[src/design/edd_pkg.sv]
// Package for the error diffusion dither: shared widths, register indexes,
// reset values and the per-pixel control struct.
// No dependencies.
package edd_pkg;

  // Payload widths.
  localparam int unsigned SampleW  = 8;
  localparam int unsigned ErrW     = 7;
  localparam int unsigned CarryW   = 6;
  localparam int unsigned QbW      = 4;
  localparam int unsigned LineW    = 11;

  // Configuration port.
  localparam int unsigned CfgIdxW  = 2;
  localparam int unsigned CfgDataW = 11;

  localparam logic [CfgIdxW-1:0] CFG_QUANT_BITS    = 2'd0;
  localparam logic [CfgIdxW-1:0] CFG_DITHER_ENABLE = 2'd1;
  localparam logic [CfgIdxW-1:0] CFG_LINE_WIDTH    = 2'd2;

  localparam logic [QbW-1:0]   QUANT_BITS_RST = 4'd1;
  localparam logic             DITHER_RST     = 1'b1;
  localparam logic [LineW-1:0] LINE_WIDTH_RST = 11'd128;

  // Position flags of one pixel, decided when its request is taken.
  typedef struct packed {
    logic last;       // last pixel of its row
    logic first_row;  // no error comes from the row above
    logic sof;        // first pixel of a frame, clears carries
  } edd_ctl_t;

endpackage

[src/design/edd_scan.sv]
// Raster position tracker: column counter, first-row flag and end of row.
// Advances once per taken request. Uses edd_pkg.
module edd_scan
  import edd_pkg::*;
#(
  parameter int unsigned MaxWidth = 1024,
  parameter int unsigned AW       = 10
) (
  input  logic             clk_i,
  input  logic             rst_ni,
  input  logic             take_i,
  input  logic             sof_i,
  input  logic [LineW-1:0] line_width_i,
  output logic [AW-1:0]    col_o,
  output edd_ctl_t         ctl_o
);

  localparam int unsigned WW = $clog2(MaxWidth + 1);
  localparam int unsigned LW = (WW > LineW) ? WW : LineW;
  localparam logic [LW-1:0] MaxW = LW'(MaxWidth);

  logic [AW-1:0] col_q, col_d;
  logic          first_row_q, first_row_d;
  logic [AW-1:0] col_cur;
  logic          first_cur;
  logic [LW-1:0] width_ext;
  logic [LW-1:0] width_eff;
  logic          last;

  // Clamp the row width to 1..MaxWidth.
  always_comb begin
    width_ext = LW'(line_width_i);
    if (width_ext == '0) begin
      width_eff = LW'(1);
    end else if (width_ext > MaxW) begin
      width_eff = MaxW;
    end else begin
      width_eff = width_ext;
    end
  end

  // A frame start restarts the scan before the pixel is placed.
  assign col_cur   = sof_i ? '0 : col_q;
  assign first_cur = sof_i | first_row_q;
  assign last      = LW'(col_cur) >= (width_eff - LW'(1));

  assign col_o = col_cur;
  assign ctl_o = '{last: last, first_row: first_cur, sof: sof_i};

  // Next position.
  always_comb begin
    col_d       = col_q;
    first_row_d = first_row_q;
    if (take_i) begin
      if (last) begin
        col_d       = '0;
        first_row_d = 1'b0;
      end else begin
        col_d       = col_cur + AW'(1);
        first_row_d = first_cur;
      end
    end
  end

  always_ff @(posedge clk_i or negedge rst_ni) begin
    if (!rst_ni) begin
      col_q       <= '0;
      first_row_q <= 1'b1;
    end else begin
      col_q       <= col_d;
      first_row_q <= first_row_d;
    end
  end

endmodule

[config.mk]
export PLATFORM = sky130hd
export DESIGN_NAME = edd_scan
export DESIGN_NICKNAME = d
export VERILOG_FILES = /design/src/design/edd_pkg.sv /design/src/design/edd_scan.sv
export SDC_FILE = /design/constraint.sdc
export NUM_CORES = 1
export LEC_CHECK = 0
export BUFFER_PORTS_ARGS = -buffer_cell sky130_fd_sc_hd__buf_4
export CORE_ASPECT_RATIO = 1.5
export CORE_MARGIN = 8
export CORE_UTILIZATION = 50
export CTS_CLUSTER_SIZE = 8
export DETAILED_ROUTE_END_ITERATION = 8
export GPL_ROUTABILITY_DRIVEN = 0
export PLACE_DENSITY = 0.83
export SYNTH_ARGS = -nofsm -noshare
export SYNTH_HDL_FRONTEND = slang
export SYNTH_SLANG_ARGS = --single-unit
export TNS_END_PERCENT = 50
[constraint.sdc]
create_clock -name clk_i -period 4.9 [get_ports clk_i]
set_input_delay 0.49 -clock clk_i [delete_from_list [all_inputs] [get_ports clk_i]]
set_output_delay 0.49 -clock clk_i [all_outputs]
set_load 0.005 [all_outputs]
After elaboration in Yosys (flattened, before gate mapping)
Index checks and enable logic that the tools add are counted.
{"block": "totals", "register_bits": 11, "inputBits": 15, "output_inout_bits": 13}
{"block": "op_classes", "n_addsub": 2, "bitwise_logic": 1, "n_mux": 5, "n_lt_le_gt_ge": 2, "n_reduce_logical": 1}
{"operator": "2-to-1 mux 11 bit", "n": 2}
{"operator": "2-to-1 mux 10 bit", "n": 2}
{"operator": "greater-or-equal comparator 10 x 11 -> 1 bit", "n": 1}
{"operator": "greater-than comparator 11 bit, second input constant", "n": 1}
{"operator": "logical NOT 11 bit", "n": 1}
{"operator": "subtractor 11 x 1 -> 11 bit, second input constant", "n": 1}
{"operator": "adder 10 x 1 -> 10 bit, second input constant", "n": 1}
{"operator": "2-to-1 mux 1 bit", "n": 1}
{"operator": "OR 1 bit", "n": 1}

Longest topological paths before layout
{"block": "logic_depth", "ltp_word": 6, "mapped_depth": 16, "depth_no_buf": 15}

Least setup slack after synthesis
No wires, ideal clock.
{"block": "synth_path", "path_type": "input-to-output", "startpoint": "input line_width_i[3]", "endpoint": "output ctl_o[2] (netlist bit)", "required_ns": 4.410, "arrival_time_ns": 2.993, "stages": 15, "path_buffers": 2, "setup_slack_ns": 1.417, "cell_sequence": "nor4_4 > nand3_1 > a21o_1 > ha_1 > inv_1 > nor2_1 > nand3b_1 > mux2i_1 > a21oi_1 > ha_1 > nand3_1 > a211o_1 > a21oi_1 > buf_6 > buf_4"}
{"block": "synth_via", "elab_chain_cells": 5, "word_cells_on_any_way": 6}
{"element": "start, declared", "line": "edd_scan.sv:13", "text": "input logic [LineW-1:0] line_width_i,"}
{"element": "greater-than comparator 11 bit", "line": "edd_scan.sv:35", "text": "end else if (width_ext > MaxW) begin"}
{"element": "2-to-1 mux 11 bit", "line": "edd_scan.sv:35"}
{"element": "2-to-1 mux 11 bit (*)", "line": "edd_scan.sv:33", "text": "if (width_ext == '0) begin"}
{"element": "subtractor 11 x 1 -> 11 bit (*)", "line": "edd_scan.sv:45", "text": "assign last = LW'(col_cur) >= (width_eff - LW'(1));"}
{"element": "greater-or-equal comparator 10 x 11 -> 1 bit (*)", "line": "edd_scan.sv:45"}
{"element": "end, declared", "line": "edd_scan.sv:15", "text": "output edd_ctl_t ctl_o"}
Mark *: on every way between the ends. The rest lies on a longest branch, timed or not.

==> flow_summary.json <==
{
  "most-common-layout-cells": "buf_4 (28), inv_1 (16), nor2_1 (15), a21oi_1 (12), ha_1 (12)",
  "drive_above_1_share_pct": 22.0,
  "most_frequent_standard_cell_in_the_layout_excluding_fill_and_tap_cells": "buf_4",
  "i_o_pin_cnt": 28,
  "yosys_register_bits": 11,
  "drtPass1Iterations": 6,
  "fp.coreArea_um2": 2230,
  "synth_cell_type_count": 42,
  "cap_viol_max_count": 0,
  "routed_via_density": 6.20,
  "slew_violations": 0,
  "cp-start-kind": "input pin",
  "normalized_max_slew_margin_pct": 71.1,
  "period_needed_ps": 3820,
  "dieWidth_um": 55.7,
  "r2r.worst_path.cells": 9,
  "postRouteAntennaNets": 0,
  "final_cells": 196,
  "routed_wirelength_um": 3020,
  "clock_sinks": 11,
  "initial_core_util_pct": 52.8,
  "crit_required_ps": 4410,
  "ys_seq_area_share_pct": 23.4,
  "worst-slew-pin-transition_ps": 431,
  "fin_area_um2": 1390,
  "design.die.area_um2": 4200,
  "cts-hold-fix-buffers": 0,
  "synthesis.instances": 151,
  "tritoncts": "done",
  "ys_dominant_reg_cell": "dfrtp_1",
  "synthesis.area_per_instance_um2": 7.81,
  "grt_antenna_before_repair": 0,
  "post_drt_wl_per_cell_um": 15.4,
  "setup_violations": 0,
  "number_of_diodes": 0,
  "grt_first_pass_wirelength_um": 5100,
  "p_total_mw": 0.326,
  "synthToLayoutAreaGrowth_pct": 17.7,
  "ys_warns": 0,
  "layout_worst_path_cycle_share_pct": 77.9,
  "grt_max_degree": 23,
  "clock_tree.root_cell": "clkbuf_4",
  "critical_path_arrival_ps": 3330,
  "number_of_global_route_vias_before_repair": 1252,
  "critical_path_peak_fanout": 12,
  "h-tree-depth": 1,
  "globalRoute.totalOverflow": 0,
  "grtUsageTotal_pct": 14.8,
  "hold_path_class": "in2async",
  "clk_pin_slew_worst_paths_ps": 70,
  "post_dp_cell_area_um2": 1360,
  "post_cts_setup_buffers": 0,
  "synthesis.nets": 178,
  "finish.net_count": 201,
  "dr_drc_count": 0,
  "post-place-cells": 192,
  "cts.path.max_buffers": 2,
  "async_flop_share_pct": 100,
  "nFillCells": 185,
  "worstSetupEndpointType": "output pin",
  "rsz0062_at_grt": "false",
  "power_density_nw_per_um2": 235,
  "row_count": 21,
  "max_freq_mhz": 262,
  "status": "completed",
  "drtIter0Drc": 17,
  "final_hold_viol_count": 0,
  "die_height_um": 75.5,
  "final.setup_skew_ps": 4.07,
  "tightest_hold_margin_ps": 39.7,
  "power.leakage_nw": 0.647,
  "vias_post_dr": 1216,
  "synth_edf_count": 0,
  "placement.io_buffers": 27,
  "r2r_slack_ps": 2740,
  "critical_path_class": "in2out",
  "clock_latency_ps": 270,
  "fin_setup_tns_ps": 0,
  "dp.final_hpwl_um": 2420,
  "post_cts_resized": 0,
  "cts_buffers": 3,
  "mappedNetlistArea_um2": 1180,
  "power.ir.vdd_worst_mv": 0.169
}
-- sequential cells by signal (all words and copies together), names as in the netlist --
name and count:
first_row_q 1, col_q 10
-- final cells by class --
type	count	area [um2]	area share, %
Multi-Input combinational cell	114	787	56.7
Inverter	16	60.1	4.32
Timing Repair Buffer	28	210	15.1
Tap cell	23	28.8	2.07
Clock buffer	4	26.3	1.89
Sequential cell	11	277	19.9
-- stage by stage --
step           util [%]  setup WS, ps
2_1_floorplan         -          1420
6_report           62.2          1080
4_1_cts            62.2          1090
3_3_place_gp       61.0          1100
3_5_place_dp       61.0          1110
5_1_grt            62.2           838
-- synthesized netlist by cell type (2+ instances only) --
master / n / area (um2)
nor3b_1: 2 / 15.0
xnor2_1: 3 / 26.3
nand2_1: 9 / 33.8
nand2b_1: 4 / 25.0
a31oi_1: 4 / 25.0
o32ai_1: 2 / 17.5
nor2_1: 15 / 56.3
a21o_1: 2 / 15.0
and3_1: 2 / 12.5
a21oi_1: 12 / 60.1
a22oi_1: 2 / 15.0
nand3_1: 6 / 30.0
inv_1: 16 / 60.1
clkbuf_1: 5 / 18.8
ha_1: 12 / 150
nor3_1: 4 / 20.0
a311o_1: 2 / 20.0
and2_1: 2 / 12.5
dfrtp_1: 10 / 250
mux2i_1: 2 / 20.0
buf_4: 3 / 22.5
o22ai_1: 9 / 56.3
nor2b_1: 4 / 25.0
-- worst max-delay path, stage by stage --
cell      delay, ps
buf_4           140
nor4_4          370
nand3_1         140
a21o_1          230
ha_1            260
inv_1           130
nor2_1           70
nand3b_1         90
mux2i_1         180
a21oi_1          70
ha_1            310
nand3_1         100
a211o_1         240
a21oi_1         140
buf_4           220
buf_4           140
-- logic make-up after synthesis --
kind of cell | count (synthesis) | synth area share [%]
compound gates | 40 | 23.8
xor+xnor | 3 | 2.23
fa+ha+maj | 12 | 12.7
buf+inv | 26 | 9.86
flops | 11 | 23.4
mux | 3 | 2.65
simple gates | 56 | 25.3
-- power breakdown --
group / leakage, nW / switching [mW] / total, mW / internal, mW
registers: 0.141 / 0.0165 / 0.126 / 0.110
clock network: 0.0150 / 0.0292 / 0.0607 / 0.0316
logic: 0.492 / 0.0753 / 0.139 / 0.0642
-- path summary, 6_finish.rpt --
check | start | to
worst max-delay path | line_width_i[3] | ctl_o[2]
worst min-delay path | rst_ni | col_q[2]
worst max register to register | col_q[7] | col_q[4]
worst min register to register | first_row_q | first_row_q
max in group asynchronous | rst_ni | first_row_q
min in group clk_i | first_row_q | first_row_q
-- layer usage --
metal	wire length (um)	track usage, %	up-vias
li1	-	-	590
met1	1190	13.5	559
met2	1490	26.3	49
met3	192	3.67	18
met4	148	14.8	0
met5	0	0	-
Note: power is estimated with default switching activity, not from simulation.
